File: src/design/rreq_pkg.sv
package rreq_pkg;

  // Fixed widths of the channel fields
  localparam int FIELD_W = 11;
  localparam int OP_W    = 2;

  // Depth of the service list
  localparam int MAX_PEOPLE = 1024;

  // Population after reset
  localparam int POP_RESET = 1024;

  // Command codes
  localparam logic [OP_W-1:0] OP_SERVE    = 2'd0;
  localparam logic [OP_W-1:0] OP_EXPEDITE = 2'd1;
  localparam logic [OP_W-1:0] OP_RESTART  = 2'd2;

  typedef struct packed {
    logic [OP_W-1:0]    operation;
    logic [FIELD_W-1:0] requester_id;
  } in_word_t;

  typedef struct packed {
    logic [FIELD_W-1:0] served_id;
  } out_word_t;

  typedef struct packed {
    logic [FIELD_W-1:0] population;
  } cfg_word_t;

  // Broadcast controls from the sequencer to every cell
  typedef struct packed {
    logic rebuild;   // load own position + 1
    logic rotate;    // front goes to the back of the live part
    logic move;      // shift right up to the found place, key enters at the front
    logic capture;   // register the key compare
  } cell_ctrl_t;

endpackage

File: src/design/rreq_cell.sv
module rreq_cell
  import rreq_pkg::*;
#(
  parameter int IdW   = 11,
  parameter int PosW  = 10,
  parameter int Index = 0
) (
  input  logic            clk,
  input  logic            rst_n,
  input  cell_ctrl_t      ctrl,
  input  logic [IdW-1:0]  front,
  input  logic [IdW-1:0]  prev_val,
  input  logic [IdW-1:0]  next_val,
  input  logic [IdW-1:0]  key,
  input  logic [PosW-1:0] pos,
  input  logic [PosW-1:0] pop_last,
  output logic [IdW-1:0]  val_r,
  output logic            match_r
);

  localparam logic [PosW-1:0] IDX  = PosW'(Index);
  localparam logic [IdW-1:0]  SEED = IdW'(Index + 1);

  logic [IdW-1:0] val_nxt;

  always_comb begin
    val_nxt = val_r;
    if (ctrl.rebuild) begin
      val_nxt = SEED;
    end else if (ctrl.rotate) begin
      if (IDX < pop_last) begin
        val_nxt = next_val;
      end else if (IDX == pop_last) begin
        val_nxt = front;
      end
    end else if (ctrl.move) begin
      // cell 0 sees the key on its left input
      if (IDX <= pos) begin
        val_nxt = prev_val;
      end
    end
  end

  always_ff @(posedge clk) begin
    if (!rst_n) begin
      val_r <= SEED;
    end else begin
      val_r <= val_nxt;
    end
  end

  always_ff @(posedge clk) begin
    if (ctrl.capture) begin
      match_r <= (val_r == key);
    end
  end

endmodule

File: config.mk
export PLATFORM = sky130hd
export DESIGN_NAME = rreq_cell
export DESIGN_NICKNAME = d
export VERILOG_FILES = /design/src/design/rreq_pkg.sv /design/src/design/rreq_cell.sv
export SDC_FILE = /design/constraint.sdc
export NUM_CORES = 1
export LEC_CHECK = 0
export BUFFER_PORTS_ARGS = -buffer_cell sky130_fd_sc_hd__buf_2
export CAP_MARGIN = 10
export CORE_MARGIN = 1.5
export CORE_UTILIZATION = 34
export DETAILED_ROUTE_END_ITERATION = 7
export PLACE_DENSITY = 0.8
export SYNTH_ARGS = -nofsm -noshare
export SYNTH_HDL_FRONTEND = slang
export SYNTH_SLANG_ARGS = --single-unit
File: constraint.sdc
create_clock -name clk -period 1.3 [get_ports clk]
set_input_delay 0.065 -clock clk [delete_from_list [all_inputs] [get_ports clk]]
set_output_delay 0.065 -clock clk [all_outputs]
set_load 0.005 [all_outputs]
Word level (Yosys, flattened, before mapping)
Index checks and enable logic that the tools add are counted.
- bits of input ports: 70
- register bits after elaboration: 12
- output and inout port bits: 12
- $lt $le $gt $ge: 2
- equal/unequal tests: 2
- bitwise operators: 1
- reduce and logical (&&, ||, !) cells: 5
- mux-type cells: 5
- operators with widths (cell ; number):
    11-bit two-way mux ; 5
    11-bit equality test ; 1
    1-bit by 10-bit less-or-equal comparator with 1-bit output, first input constant ; 1
    10-bit logical NOT ; 1
    1-bit by 10-bit < comparator with 1-bit output, first input constant ; 1
    2-bit nonzero test ; 2
    3-bit by 1-bit inequality test with 1-bit output, second input constant ; 1
    3-bit AND reduction ; 1
    2-bit OR reduction ; 1
    1-bit NOT ; 1

Longest topological paths before layout
- word-level depth: 4
- gate-level depth with buffers: 4
- mapped depth without buffers: 3

Worst setup path after synthesis
Ideal clock, no wire load.
- path kind: input-to-reg
- start: input port pop_last[3]
- end: register val_r[9]
- arrival time: 1.291 ns
- stages: 4
- required time: 1.221 ns
- setup time: 0.079 ns
- setup slack: -0.070 ns
- buffers on the path: 1
- cells stage by stage: or4_4 or3_4 buf_6 a211oi_2
- longest elaborated chain between the ends: 3
- RTL lines (item ; RTL line ; source):
    start: declaration ; rreq_cell.sv:16 ; input logic [PosW-1:0] pop_last,
    1-bit by 10-bit < comparator with 1-bit output / 10-bit logical NOT (equally long branches) ; rreq_cell.sv:31, rreq_cell.sv:33 ;
    3-bit by 1-bit inequality test with 1-bit output (no line) / 11-bit two-way mux (equally long branches) ; n/a ;
    3-bit AND reduction (no line) / 11-bit two-way mux (equally long branches) ; n/a ;
    end signal: assignment ; rreq_cell.sv:48 ; val_r <= val_nxt;
    end: declaration ; rreq_cell.sv:17 ; output logic [IdW-1:0] val_r,
Parallel ways exist; a longest one is shown, timed or not.
A chain may end at the register's enable or synchronous reset.

Worst setup path after layout
- start: input port pop_last[3]
- end: register val_r[4]
Same word-level chain as after synthesis.

==> flow_metrics.tcl <==
set metrics [dict create \
    status "complete, no violations" \
    cpPeakStageDelay_ns 0.52 \
    syn_inst 107 \
    synth.area.top_cells "dfxtp_1 (24%), mux2_2 (12%), xnor2_1 (10%), nor2b_1 (7.5%), nor4_1 (7.5%)" \
    synth_area_per_cell_um2 8.630 \
    r2r_slack_ns 0.27 \
    synth_mux_area_frac 0.1328 \
    yosysUniqueCellTypes 23 \
    worstPathCellList "buf_2 > or4_4 > or3_4 > buf_12 > a211oi_1" \
    r2r_cells 3 \
    seq_area_um2 250.2 \
    die_area_um2 3038 \
    multi_input_area_um2 631.9 \
    setup_tns_ns 0 \
    crit_fanout 10 \
    syn2layout_area_growth_pct 48.51 \
    clockBufferDepth 2 \
    startpoint "pop_last[3]" \
    critPathKind "input pin to flop" \
    clock_sinks 12 \
    crit_end "val_r[4]" \
    drt_iter0_drc 9 \
    min_path_type "input pin to flop" \
    r2r-end "match_r" \
    fillCellCount 244 \
    synth-seq-area-share 0.2710 \
    synth_nets 177 \
    ir_drop_mv 0.3753 \
    powerDensity_nw_per_um2 708.2 \
    core_area_um2 2522 \
    cpMaxStageDelayCell "or4_4" \
    grt_pass1_vias 885 \
    fin_nets 250 \
    max-cap-violations 0 \
    ys_seq_elements 12 \
    setup_viol 0 \
    globalplace.congestion 0.7340 \
    min_from "next_val[2]" \
    tightest_slew_ns 0.4413 \
    dieHeight_um 55.12 \
    finalHoldViolations 0 \
    synthAdderAreaFrac 0 \
    remaining_drc_errors 0 \
    cts_tree "yes" \
    synth_top_area_frac 0.2385 \
    clkSlewWorstSetupHoldPaths_ns 0.08 \
    worstPathArrival_ns 1.44 \
    diodes 0 \
    p_leak_nw 0.5960 \
    synth_top_family_by_area "simple AND/OR/NAND/NOR gates" \
    r2r_start "val_r[4]" \
    dr.pass1.iters 4 \
    wl_per_cell_um 11.63 \
    vias 1040 \
    vias_per_cell 4.976 \
    antenna_found_initial 0 \
    cp.required_ns 1.50 \
    hpwl_mm 2.030 \
    hold_ws_ns 0.08816 \
    grt.overflow.total 0 \
    wl_mm 2.431 \
    synth.cell_area_um2 923.4 \
    clkLatencyLatePin_ns 0.28 \
    finalClockSkew_ns 0.001561 \
    pin_count 82 \
    fp.dieW_um 55.12 \
    port_buffers 71 \
    start_kind "input pin" \
    period_share 0.9505 \
    max_slew_margin 0.7058 \
    fmax_mhz 809.3 \
    grt_usage 0.1745 \
    synth_top_area_cell "dfxtp_1" \
    endpoint_kind "flop" \
    layout-drive-gt1-share 0.5251 \
    cts_root_buf "clkbuf_4" \
    initial_core_util 0.3661 \
    yosys.area_share.simple 0.2913 \
    grt_pass1_wl_mm 3.746 \
    synth-compound-area-share 0.1558 \
    yosysWarnings 0 \
    synth-xor-area-share 0.1043 \
    drtAntennaViolNets 0 \
    htree_levels 1 \
    rsz0062_at_grt "false" \
    grt_max_degree 34 \
    post_cts_resized 0 \
    rows 18 \
    finalCriticalPeriod_ns 1.236 \
    cts_buffers 3 \
    maxSlewViolCount 0 \
]
## layout by cell type (no fill, tap or decap)
cell            n
buf_12          1
a211oi_1        9
mux2_2         10
or3_4           1
dlygate4sd3_1   1
dfxtp_1        11
or4_1           1
clkbuf_4        3
a211o_1         1
nor4_1         11
buf_4           4
buf_2          71
and2_1          1
or4_4           1
nor2b_1        11
nand2_1         1
nor3_1          1
a211oi_2        1
o21ai_0        11
nand3_1         1
or2_2           1
edfxtp_1        1
xnor2_1        11
mux2i_1         1
nand2b_1       10
clkbuf_8        1
nand4_1         2
## critical path: cells and delay by family
kind                   cells  cell delay [ns]
buffers and inverters      2             0.24
AOI/OAI and AO/OA          1             0.20
and+or+nand+nor            2             0.92
## registers in the layout, summed over array words and instances, names as in the netlist
register / cells
val_r: 11
match_r: 1
## through the flow
stage               cell area (um2)  std cells  power (mW)  utilization  worst slack (ns)
floorplan                     923.4        107      0.5435            -          -0.06998
global placement               1325        204      0.6679       0.5253           -0.1940
detailed placement             1325        204      0.6719       0.5253           -0.2418
CTS                            1371        209      0.9840       0.5437           0.06291
global route                   1371        209       1.027       0.5437           0.01478
finish                         1371        209      0.9711       0.5437           0.06438
## power breakdown
group | total (mW) | switching [mW] | leakage (nW) | internal (mW)
Sequential | 0.406 | 0.0154 | 0.100 | 0.390
Clock | 0.308 | 0.138 | 0.0210 | 0.171
Combinational | 0.257 | 0.0997 | 0.475 | 0.158
Total | 0.971 | 0.253 | 0.596 | 0.719
## cells by family after synthesis
family | count (synthesis)
compound gates | 22
xor+xnor | 11
buf+inv | 9
flops | 12
mux | 11
simple gates | 42
## layout make-up
cell class / instances / share of cell area
timing repair buffer: 77 / 0.3029
tap: 30 / 0.02737
clock buffer: 4 / 0.02646
sequential: 12 / 0.1825
multi-input combinational: 86 / 0.4608
## synthesized netlist by cell type (all sizes together)
master  number
nor4        11
o21ai       11
nor2b       11
clkbuf       8
xnor2       11
nand2        1
or2          1
nand2b      10
or4          2
nand3        1
nand4        2
or3          1
mux2i        1
buf          1
and2         1
a211oi      10
mux2        10
a211o        1
nor3         1
edfxtp       1
dfxtp       11
## routing by layer
metal / global-route usage / wire length, um / up-vias
met5: 0 / 0 / -
met4: 0.08537 / 51 / 0
met3: 0.03495 / 234 / 5
met2: 0.2798 / 1114 / 52
met1: 0.2222 / 1031 / 446
li1: - / - / 537
## how the worst min path moves through the flow
stage,to,depth (start not counted),slack [ns]
2_1_floorplan,match_r,0,0.18
3_3_place_gp,match_r,1,0.27
3_5_place_dp,match_r,1,0.27
4_1_cts,val_r[2],3,0.08
5_1_grt,val_r[0],3,0.11
6_report,val_r[2],3,0.09
## repair_timing
| action | 4_1_cts | 5_1_grt |
|---|---|---|
| endpoints found under the hold margin | 1 | 0 |
| endpoints found under the setup margin | 0 | 0 |
| hold buffers | 1 | 0 |
| setup buffers | 0 | 0 |
Note: power is estimated with default switching activity, not from simulation.
