## config.mk

```make
export PLATFORM = sky130hd
export DESIGN_NAME = rreq_locate
export DESIGN_NICKNAME = d
export VERILOG_FILES = /design/src/design/rreq_pkg.sv /design/src/design/rreq_locate.sv
export SDC_FILE = /design/constraint.sdc
export NUM_CORES = 1
export LEC_CHECK = 0
export ABC_AREA = 0
export BUFFER_PORTS_ARGS = -buffer_cell sky130_fd_sc_hd__buf_2
export CORE_AREA = 5 5 398 400
export DETAILED_ROUTE_END_ITERATION = 8
export DIE_AREA = 0 0 403 405
export PLACE_DENSITY = 0.3
export SYNTH_ARGS = -nofsm -noshare
export SYNTH_HDL_FRONTEND = slang
export SYNTH_SLANG_ARGS = --single-unit
```

## constraint.sdc

```tcl
create_clock -name clk -period 3.5 [get_ports clk]
set_input_delay 0.7 -clock clk [delete_from_list [all_inputs] [get_ports clk]]
set_output_delay 0.7 -clock clk [all_outputs]
set_load 0.01 [all_outputs]
```

## src/design/rreq_pkg.sv

```systemverilog
package rreq_pkg;

  // Fixed widths of the channel fields
  localparam int FIELD_W = 11;
  localparam int OP_W    = 2;

  // Depth of the service list
  localparam int MAX_PEOPLE = 1024;

  // Population after reset
  localparam int POP_RESET = 1024;

  // Command codes
  localparam logic [OP_W-1:0] OP_SERVE    = 2'd0;
  localparam logic [OP_W-1:0] OP_EXPEDITE = 2'd1;
  localparam logic [OP_W-1:0] OP_RESTART  = 2'd2;

  typedef struct packed {
    logic [OP_W-1:0]    operation;
    logic [FIELD_W-1:0] requester_id;
  } in_word_t;

  typedef struct packed {
    logic [FIELD_W-1:0] served_id;
  } out_word_t;

  typedef struct packed {
    logic [FIELD_W-1:0] population;
  } cfg_word_t;

  // Broadcast controls from the sequencer to every cell
  typedef struct packed {
    logic rebuild;   // load own position + 1
    logic rotate;    // front goes to the back of the live part
    logic move;      // shift right up to the found place, key enters at the front
    logic capture;   // register the key compare
  } cell_ctrl_t;

endpackage

```

## src/design/rreq_locate.sv

```systemverilog
module rreq_locate
  import rreq_pkg::*;
#(
  parameter int Depth = 1024,
  parameter int PosW  = 10
) (
  input  logic             clk,
  input  logic [Depth-1:0] match,
  output logic [PosW-1:0]  pos_r
);

  logic [PosW-1:0] pos_c;

  // Exactly one cell matches: OR the indexes of the set bits
  always_comb begin
    pos_c = '0;
    for (int i = 0; i < Depth; i++) begin
      if (match[i]) begin
        pos_c = pos_c | PosW'(i);
      end
    end
  end

  always_ff @(posedge clk) begin
    pos_r <= pos_c;
  end

endmodule

```

# After elaboration in Yosys (flattened, before gate mapping)
# Index checks and enable logic that the tools add are counted.
# word_totals
reg_bits	10
input_bits	1025
output_inout_bits	10
elab_cells	1040
# classes
muxes	1021
n_reduce_logical	9
# op_table
operator	count
2-to-1 mux 10 bit	510
2-to-1 mux 9 bit	256
2-to-1 mux 8 bit	128
OR reduction 512 bit	1
2-to-1 mux 7 bit	64
OR reduction 256 bit	1
2-to-1 mux 6 bit	32
OR reduction 128 bit	1
2-to-1 mux 5 bit	16
OR reduction 64 bit	1
2-to-1 mux 4 bit	8
OR reduction 32 bit	1
OR reduction 16 bit	1
2-to-1 mux 3 bit	4
OR reduction 8 bit	1
2-to-1 mux 2 bit	2
OR reduction 4 bit	1
OR reduction 2 bit	1
2-to-1 mux 1 bit	1

# Longest topological paths before layout
# Gate-level depths: netlist of run 1.
# depth
word_depth	1021
depth_mapped	5
depth_no_buf	5

# Least setup slack after synthesis of run 1
# OpenSTA, ideal clock, no wires.
# synth_path
kind	input to register
from	input match[462]
to	register pos_r[6]
setup_time_ns	0.134
arrival_time_ns	2.558
required_ns	3.366
slack_ns	0.808
stages	5
path_buffers	0
path_cell_list	or4_1 > nand4bb_1 > or3_1 > or4_1 > or4_1
# synth_lines
item	line	text
from (decl)	rreq_locate.sv:8	input logic [Depth-1:0] match,
to (signal assigned)	rreq_locate.sv:25	pos_r <= pos_c;
to (decl)	rreq_locate.sv:9	output logic [PosW-1:0] pos_r

==> flow_summary.yaml, run 1 <==
worst_setup_path:
  critPathArrivalTime_ns: 3.57
  critPathKind: "primary input to flip-flop"
  start_kind: "primary input"
  cp_cell_sequence: "buf_2 -> nor4_1 -> nand3_1 -> buf_4 -> or4_1 -> or4_1 -> or4_1"
  crit_slowest_cell: "or4_1"
  worstPathRequired_ns: 3.61
  path_common_cell: "or4_1"
  cpPeakStageDelay_ns: 0.62
  worstPathMaxFanout: 3
  cp-end-kind: "flip-flop"
floorplan:
  core-area_sq_um: 155000
  die_h_um: 405
  ioPinCount: 1035
  row_count: 145
  start_util: 0.0357
  die_x_um: 403
  die_area_sq_um: 163000
layout:
  top_register: "pos_r"
  finish.instance_area_sq_um: 17100
  reg_top3: "pos_r x10"
  final_cells: 4485
  seqCellArea_sq_um: 200
  mostFrequentLayoutCells: "buf_2, buf_4, nor4_1, nand4_1, nor3_1"
  syn_to_final_growth_pct: 208
  final_net_count: 3389
  largest_reg_flops: 10
  layout_commonest_cell: "buf_2"
  nFillCells: 18600
  drive_gt1_frac: 0.644
  multi_input_area_sq_um: 5780
timing:
  post-route-min-period_ns: 3.46
  worst_slew_pin_slew_ns: 1.22
  final_max_slew_viol_count: 0
  setup_tns_ns: 0
  timing.final.crit_share: 0.989
  final_hold_viol_count: 0
  slew_headroom: 0.180
  rsz0062_at_grt: "no"
  fmax_ghz: 0.289
  setup-violations-final: 0
cts:
  clockBufferDepth: 2
  cts_made_buffers: 3
  cts_max_level: 1
  cts_tree: "done"
  clock_tree.root_cell: "clkbuf_16"
  cts_sinks: 10
  clk_pin_slew_ns: 0.05
  post_cts_buffers: 0
flow_run:
  maxCapViolCount: 0
place:
  port_buffers: 1033
  gp_congestion: 1.00
  dp_cells: 4417
  place_area_sq_um: 16800
  dpl.hpwl_um: 232000
power_and_ir_drop:
  p_leak_uw: 0.00685
  finalPower_uw: 2380
  cellPowerDensity_nw_per_um2: 139
  vdd_drop_max_v: 0.000114
route:
  wl_per_cell_um: 53.4
  vias: 18500
  drc: 0
  ant_nets: 0
  wirelength_um: 240000
  drtIter0Drc: 2015
  first_pass_iters: 5
  vias_per_cell: 4.13
yosys:
  ys_warn_count: 0
  yosysSeqAreaShare: 0.0362
  syn_area_per_cell_sq_um: 6.01
  synth_seq_cells: 10
  syn_nets: 1945
  syn_area_sq_um: 5530
  synthCells: 920
  synth.distinct_cells: 23
min_path:
  hold_class: "primary input to flip-flop"
global_routing:
  grt_overflow: 0
  grt_max_degree: 7
  grt_pass1_vias: 18400
  track_usage: 0.278
  grt_pass1_wl_um: 276000
  antenna_found_initial: 270
run_status:
  status: "complete, no violations"
worst max-delay path, delay by kind of cell:
kind / cells / cell delay (ns)
buffers and inverters: 2 / 0.34
AND/OR/NAND/NOR: 5 / 2.51
layer usage:
layer,vias up,track usage,part of all wire
li1,7209,-,-
met1,9168,0.316,0.38
met2,1484,0.490,0.48
met3,557,0.0597,0.068
met4,86,0.139,0.069
met5,-,0,0.0024
area by class of cell:
cell class                      instances  share of cell area
Multi-Input combinational cell        908               0.339
Sequential cell                        10              0.0117
Tap cell                             2058               0.151
Clock buffer                            4             0.00521
Antenna cell                           64             0.00939
Timing Repair Buffer                 1439               0.483
Inverter                                2            0.000440
timing repair:
item	4_1_cts	5_1_grt
endpoints found under the setup margin	2	2
hold buffers	0	0
gates resized for setup	2	2
per-stage QoR:
step	hold slack [ns]	util	setup WS (ns)
2_1_floorplan	0.890	-	0.808
3_3_place_gp	1.13	0.108	-0.418
3_5_place_dp	1.12	0.108	-0.383
4_1_cts	0.862	0.109	0.0490
5_1_grt	0.902	0.109	0.0150
6_report	0.874	0.110	0.0372
final timing paths:
check | startpoint | end | slack [ns] | cells past startpoint
worst max-delay path | match[364] | pos_r[6] | 0.04 | 7
worst min-delay path | match[45] | pos_r[0] | 0.87 | 4
synth_stat cells, drive strengths merged:
| library cell | number | area [sq um] |
|---|---|---|
| and4b | 3 | 31.3 |
| or2 | 1 | 6.26 |
| and3 | 7 | 45.1 |
| nor4bb | 3 | 30.0 |
| nand4bb | 2 | 22.5 |
| nand4 | 128 | 801 |
| nor2 | 80 | 300 |
| inv | 2 | 7.51 |
| or4b | 1 | 10.0 |
| nor3 | 96 | 480 |
| nor4 | 446 | 2800 |
| nand3 | 52 | 260 |
| nand2 | 36 | 135 |
| and2 | 1 | 6.26 |
| dfxtp | 10 | 200 |
| nand4b | 10 | 87.6 |
| or4 | 28 | 210 |
| or3 | 9 | 58.8 |
| and4 | 5 | 43.8 |
logic make-up after synthesis:
kind of cell / share of synthesized area
flip-flops: 0.0362
AND/OR/NAND/NOR: 0.962
buffers and inverters: 0.00136
power by group:
group | leakage [uW] | internal, uW | total, uW | switching, uW
clock network | 0.0000446 | 173 | 242 | 68.7
registers | 0.0000810 | 114 | 114 | 0
logic | 0.00673 | 628 | 2020 | 1390
Note: power is estimated with default switching activity, not from simulation.
==> run 2: changes to the inputs <==
- clock period: 3.5 -> 3.3 ns (I/O delays scaled with it)
==> run 2 against run 1 <==
Compared with the run above: the flow now finishes with violations (negative setup slack); critical endpoint is now pos_r[0]; critical path type unchanged; clock-buffer cell count stayed put; flip-flop and latch count unchanged; critical path depth up 3; combinational power up 8%; first-iteration DRC count is 1.2% lower; final area rose by 3.4%; sequential share of layout area is essentially flat; highest routed layer unchanged; global-route usage up 0.11 points; power grew 8.6%; hold slack got worse by 0.044 ns; non-clock buffer count up 75; clock power rose by 11%.
==> flow_summary.yaml, run 2 (synthesis results as in run 1) <==
run_status:
  status: "complete, but fails checks"
  violations: "negative setup slack"
floorplan:
  die_x_um: 403
  ioPinCount: 1035
  core-area_sq_um: 155000
  start_util: 0.0357
  row_count: 145
  die_h_um: 405
  die_area_sq_um: 163000
global_routing:
  grt_pass1_vias: 18800
  antenna_found_initial: 263
  track_usage: 0.279
  grt_overflow: 0
  grt_max_degree: 7
  grt_pass1_wl_um: 278000
place:
  port_buffers: 1033
  place_area_sq_um: 17300
  gp_congestion: 1.03
  dpl.hpwl_um: 232000
min_path:
  whs_path_depth: 4
  hold_class: "primary input to flip-flop"
cts:
  clk_pin_slew_ns: 0.06
  hold_buffers: 0
  cts_max_level: 1
  clockBufferDepth: 2
  cts_tree: "done"
  cts_sinks: 10
  cts_made_buffers: 3
  clock_tree.root_cell: "clkbuf_16"
worst_setup_path:
  critPathArrivalTime_ns: 3.51
  critPathKind: "primary input to flip-flop"
  start_kind: "primary input"
  cp-end-kind: "flip-flop"
  worstPathRequired_ns: 3.42
  worstPathMaxFanout: 2
route:
  wirelength_um: 240000
  vias: 18800
  drtIter0Drc: 1990
  vias_per_cell: 4.13
  drc: 0
  wl_per_cell_um: 52.7
  first_pass_iters: 5
  ant_nets: 0
timing:
  post-route-min-period_ns: 3.39
  slew_headroom: 0.220
  setup-violations-final: 1
  fmax_ghz: 0.295
  timing.final.crit_share: 1.03
  worst_slack_ns: -0.0868
  holdWs_ns: 0.829
  final_max_slew_viol_count: 0
  final_hold_viol_count: 0
  worst_slew_pin_slew_ns: 1.16
  rsz0062_at_grt: "no"
power_and_ir_drop:
  power.share.clock: 0.104
  finalPower_uw: 2580
  p_sw_uw: 1570
  swShare: 0.607
  cellPowerDensity_nw_per_um2: 146
  p_leak_uw: 0.00722
  pwr-share-seq: 0.047
  p_comb_frac: 0.849
  p_int_uw: 1010
  vdd_drop_max_v: 0.000161
layout:
  reg_top3: "pos_r x10"
  drive_gt1_frac: 0.658
  final_net_count: 3464
  largest_reg_flops: 10
  syn_to_final_growth_pct: 219
  finish.instance_area_sq_um: 17600
  top_register: "pos_r"
  mostFrequentLayoutCells: "buf_2, buf_4, nor4_1, nand4_1, nor3_1"
  layout_commonest_cell: "buf_2"
flow_run:
  maxCapViolCount: 0
## run 2: cell types whose count changed in the layout (fill, tap and decap cells not counted), sizes merged
cell   previous run  this run
buf            1439      1514
diode            64        52
## run 2: per-stage QoR
stage | setup WS (ns) | utilization | TNS [ns] | instances
CTS | 0.00876 | 0.113 | 0 | 4496
detailed placement | -0.429 | 0.112 | -2.13 | 4492
floorplan | 0.648 | - | 0 | 920
finish | -0.0868 | 0.114 | -0.0868 | 4548
global route | 0.00363 | 0.113 | 0 | 4513
global placement | -0.357 | 0.112 | -2.04 | 4492
## run 2: critical path, stage by stage
cell and delay, ns:
buf_2 0.11, buf_4 0.16, nor4_1 0.82, buf_4 0.23, nand3_1 0.07, buf_4 0.17
nor4_1 0.45, buf_4 0.19, nand4_1 0.22, or3_1 0.42
## run 2: what timing repair did
| action | in CTS | in global routing |
|---|---|---|
| buffers inserted | 0 | 0 |
| pin swaps | 1 | 0 |
| endpoints found under the setup margin | 3 | 3 |
| resized for setup | 9 | 4 |
## run 2: layout make-up
| class | count | area (sq um) |
|---|---|---|
| Fill cell | 18600 | 137000 |
| Timing Repair Buffer | 1514 | 8810 |
| Multi-Input combinational cell | 908 | 5830 |
| Tap cell | 2058 | 2570 |
| Sequential cell | 10 | 200 |
| Antenna cell | 52 | 130 |
| Clock buffer | 4 | 88.8 |
| Inverter | 2 | 7.51 |
## run 2: power groups by stage
stage / Sequential [uW] / Combinational [uW] / Clock [uW]
floorplan: 123 / 152 / 0
global route: 121 / 2180 / 277
detailed placement: 123 / 2150 / 0
global placement: 123 / 2150 / 0
finish: 121 / 2190 / 269
CTS: 121 / 2160 / 271
## run 2: worst paths after layout
check                       from       end  slack, ns
worst min-delay path   match[45]  pos_r[0]       0.83
worst max-delay path  match[593]  pos_r[0]      -0.09
## run 2: metal layers
layer	wire length [um]	track usage	vias up
met3	15300	0.0593	532
met5	590	0	-
met4	15800	0.139	94
met1	91900	0.319	9388
met2	116000	0.491	1426
li1	-	-	7348
==> run 3: changes to the inputs <==
- CELL_PAD_IN_SITES_DETAIL_PLACEMENT: not set -> 1
- CELL_PAD_IN_SITES_GLOBAL_PLACEMENT: not set -> 1
- CORE_AREA: 5 5 398 400 -> 5 5 399 401
- DIE_AREA: 0 0 403 405 -> 0 0 404 406
- PLACE_DENSITY: 0.3 -> 0.34
==> run 3 against run 2 <==
Compared with the run above: setup slack improved by 0.080 ns; the run still ends with negative setup slack left; largest power group unchanged; critical endpoint is now pos_r[5]; final area fell by 2.9%; cell count fell by 0.57%; hold slack improved by 0.024 ns; clock-buffer cell count did not move; die area rose by 0.50%; core utilization fell by 0.36 points; non-clock buffer count fell by 47.
==> flow_summary.yaml, run 3 (synthesis results as in run 1) <==
layout:
  top_register: "pos_r"
  reg_top3: "pos_r x10"
  fin_util: 0.110
  mostFrequentLayoutCells: "buf_2, buf_4, nor4_1, nand4_1, nor3_1"
  final_cells: 4522
  final_net_count: 3417
  layout_commonest_cell: "buf_2"
  largest_reg_flops: 10
  nFillCells: 19000
  drive_gt1_frac: 0.634
  syn_to_final_growth_pct: 209
power_and_ir_drop:
  pwr-share-seq: 0.048
  cellPowerDensity_nw_per_um2: 147
  finalPower_uw: 2520
  power.share.clock: 0.105
  p_sw_uw: 1530
  swShare: 0.609
  p_int_uw: 985
  p_comb_frac: 0.847
  vdd_drop_max_v: 0.000122
  p_leak_uw: 0.00700
timing:
  slew_headroom: 0.262
  timing.final.crit_share: 1.00
  holdWs_ns: 0.853
  setup-violations-final: 1
  fmax_ghz: 0.302
  worst_slew_pin_slew_ns: 1.10
  post-route-min-period_ns: 3.31
  final_max_slew_viol_count: 0
  final_hold_viol_count: 0
  worst_slack_ns: -0.00729
flow_run:
  maxCapViolCount: 0
worst_setup_path:
  path_common_cell: "buf_4"
  critPathKind: "primary input to flip-flop"
  worstPathRequired_ns: 3.44
  cp_cell_sequence: "buf_2 -> nor4_1 -> buf_4 -> nand3_1 -> nor4_1 -> buf_4 -> nor4bb_1 -> buf_4 -> nand4_1 -> buf_4"
  cpPeakStageDelay_ns: 0.80
  critPathArrivalTime_ns: 3.45
  crit_family: "simple AND/OR/NAND/NOR gates"
  worstPathMaxFanout: 2
  cp-end-kind: "flip-flop"
  crit_slowest_cell: "nor4_1"
  start_kind: "primary input"
  path_buf_inv: 5
cts:
  clockBufferDepth: 2
  hold_buffers: 0
  clock_tree.root_cell: "clkbuf_16"
  clk_pin_slew_ns: 0.05
  cts_made_buffers: 3
  cts_max_level: 1
  cts_tree: "done"
  cts_sinks: 10
run_status:
  violations: "negative setup slack"
  status: "complete, but fails checks"
place:
  dp_cells: 4445
  gp_congestion: 1.01
  port_buffers: 1033
  dpl.hpwl_um: 231000
global_routing:
  grt_pass1_wl_um: 276000
  grt_overflow: 0
  grt_pass1_vias: 18600
  grt_max_degree: 7
  antenna_found_initial: 247
  track_usage: 0.277
floorplan:
  row_count: 145
  core-area_sq_um: 155000
  die_area_sq_um: 164000
  die_x_um: 404
  ioPinCount: 1035
  start_util: 0.0356
  die_h_um: 406
route:
  vias_per_cell: 3.99
  wl_per_cell_um: 52.8
  drc: 0
  vias: 18000
  first_pass_iters: 5
  ant_nets: 0
  wirelength_um: 239000
  drtIter0Drc: 1496
min_path:
  hold_class: "primary input to flip-flop"
run 3: cell types whose count changed in the layout (fill, tap and decap cells not counted), sizes merged:
cell / delta
buf: -47
diode: +21
run 3: path summary, 6_finish.rpt:
kind	from	end	depth (start not counted)
max	match[295]	pos_r[5]	10
min	match[45]	pos_r[0]	4
run 3: layer usage:
metal | GRT usage | share of wire
met3 | 0.0517 | 0.063
met4 | 0.110 | 0.054
met1 | 0.323 | 0.39
met5 | 0 | 0.0024
met2 | 0.500 | 0.49
run 3: cell type report:
type	count	area (sq um)	area share
Antenna cell	73	183	0.0107
Timing Repair Buffer	1467	8490	0.496
Inverter	2	7.51	0.000438
Tap cell	2058	2570	0.150
Clock buffer	4	88.8	0.00519
Multi-Input combinational cell	908	5580	0.326
Sequential cell	10	200	0.0117
run 3: power by group through the flow:
| stage | clock, uW | sequential (uW) | combinational (uW) |
|---|---|---|---|
| floorplan | 0 | 123 | 152 |
| global placement | 0 | 123 | 2110 |
| detailed placement | 0 | 123 | 2110 |
| CTS | 268 | 121 | 2120 |
| global route | 276 | 121 | 2130 |
| finish | 263 | 121 | 2130 |
run 3: per-stage QoR:
stage	setup slack [ns]	setup TNS (ns)	cell area (sq um)
6_report	-0.00729	-0.00729	17100
5_1_grt	-0.000434	-0.000434	17000
4_1_cts	0.0157	0	16900
3_5_place_dp	-0.355	-1.22	16800
3_3_place_gp	-0.385	-1.54	16800
2_1_floorplan	0.648	0	5530
run 3: worst min-delay path: cells and delay by family:
| kind | cells | cell delay [ns] |
|---|---|---|
| simple gates | 3 | 0.28 |
| buf+inv | 1 | 0.12 |
run 3: repair_timing:
action	in CTS	in global routing
setup buffers	0	0
resized for setup	1	7
endpoints found under the setup margin	1	3
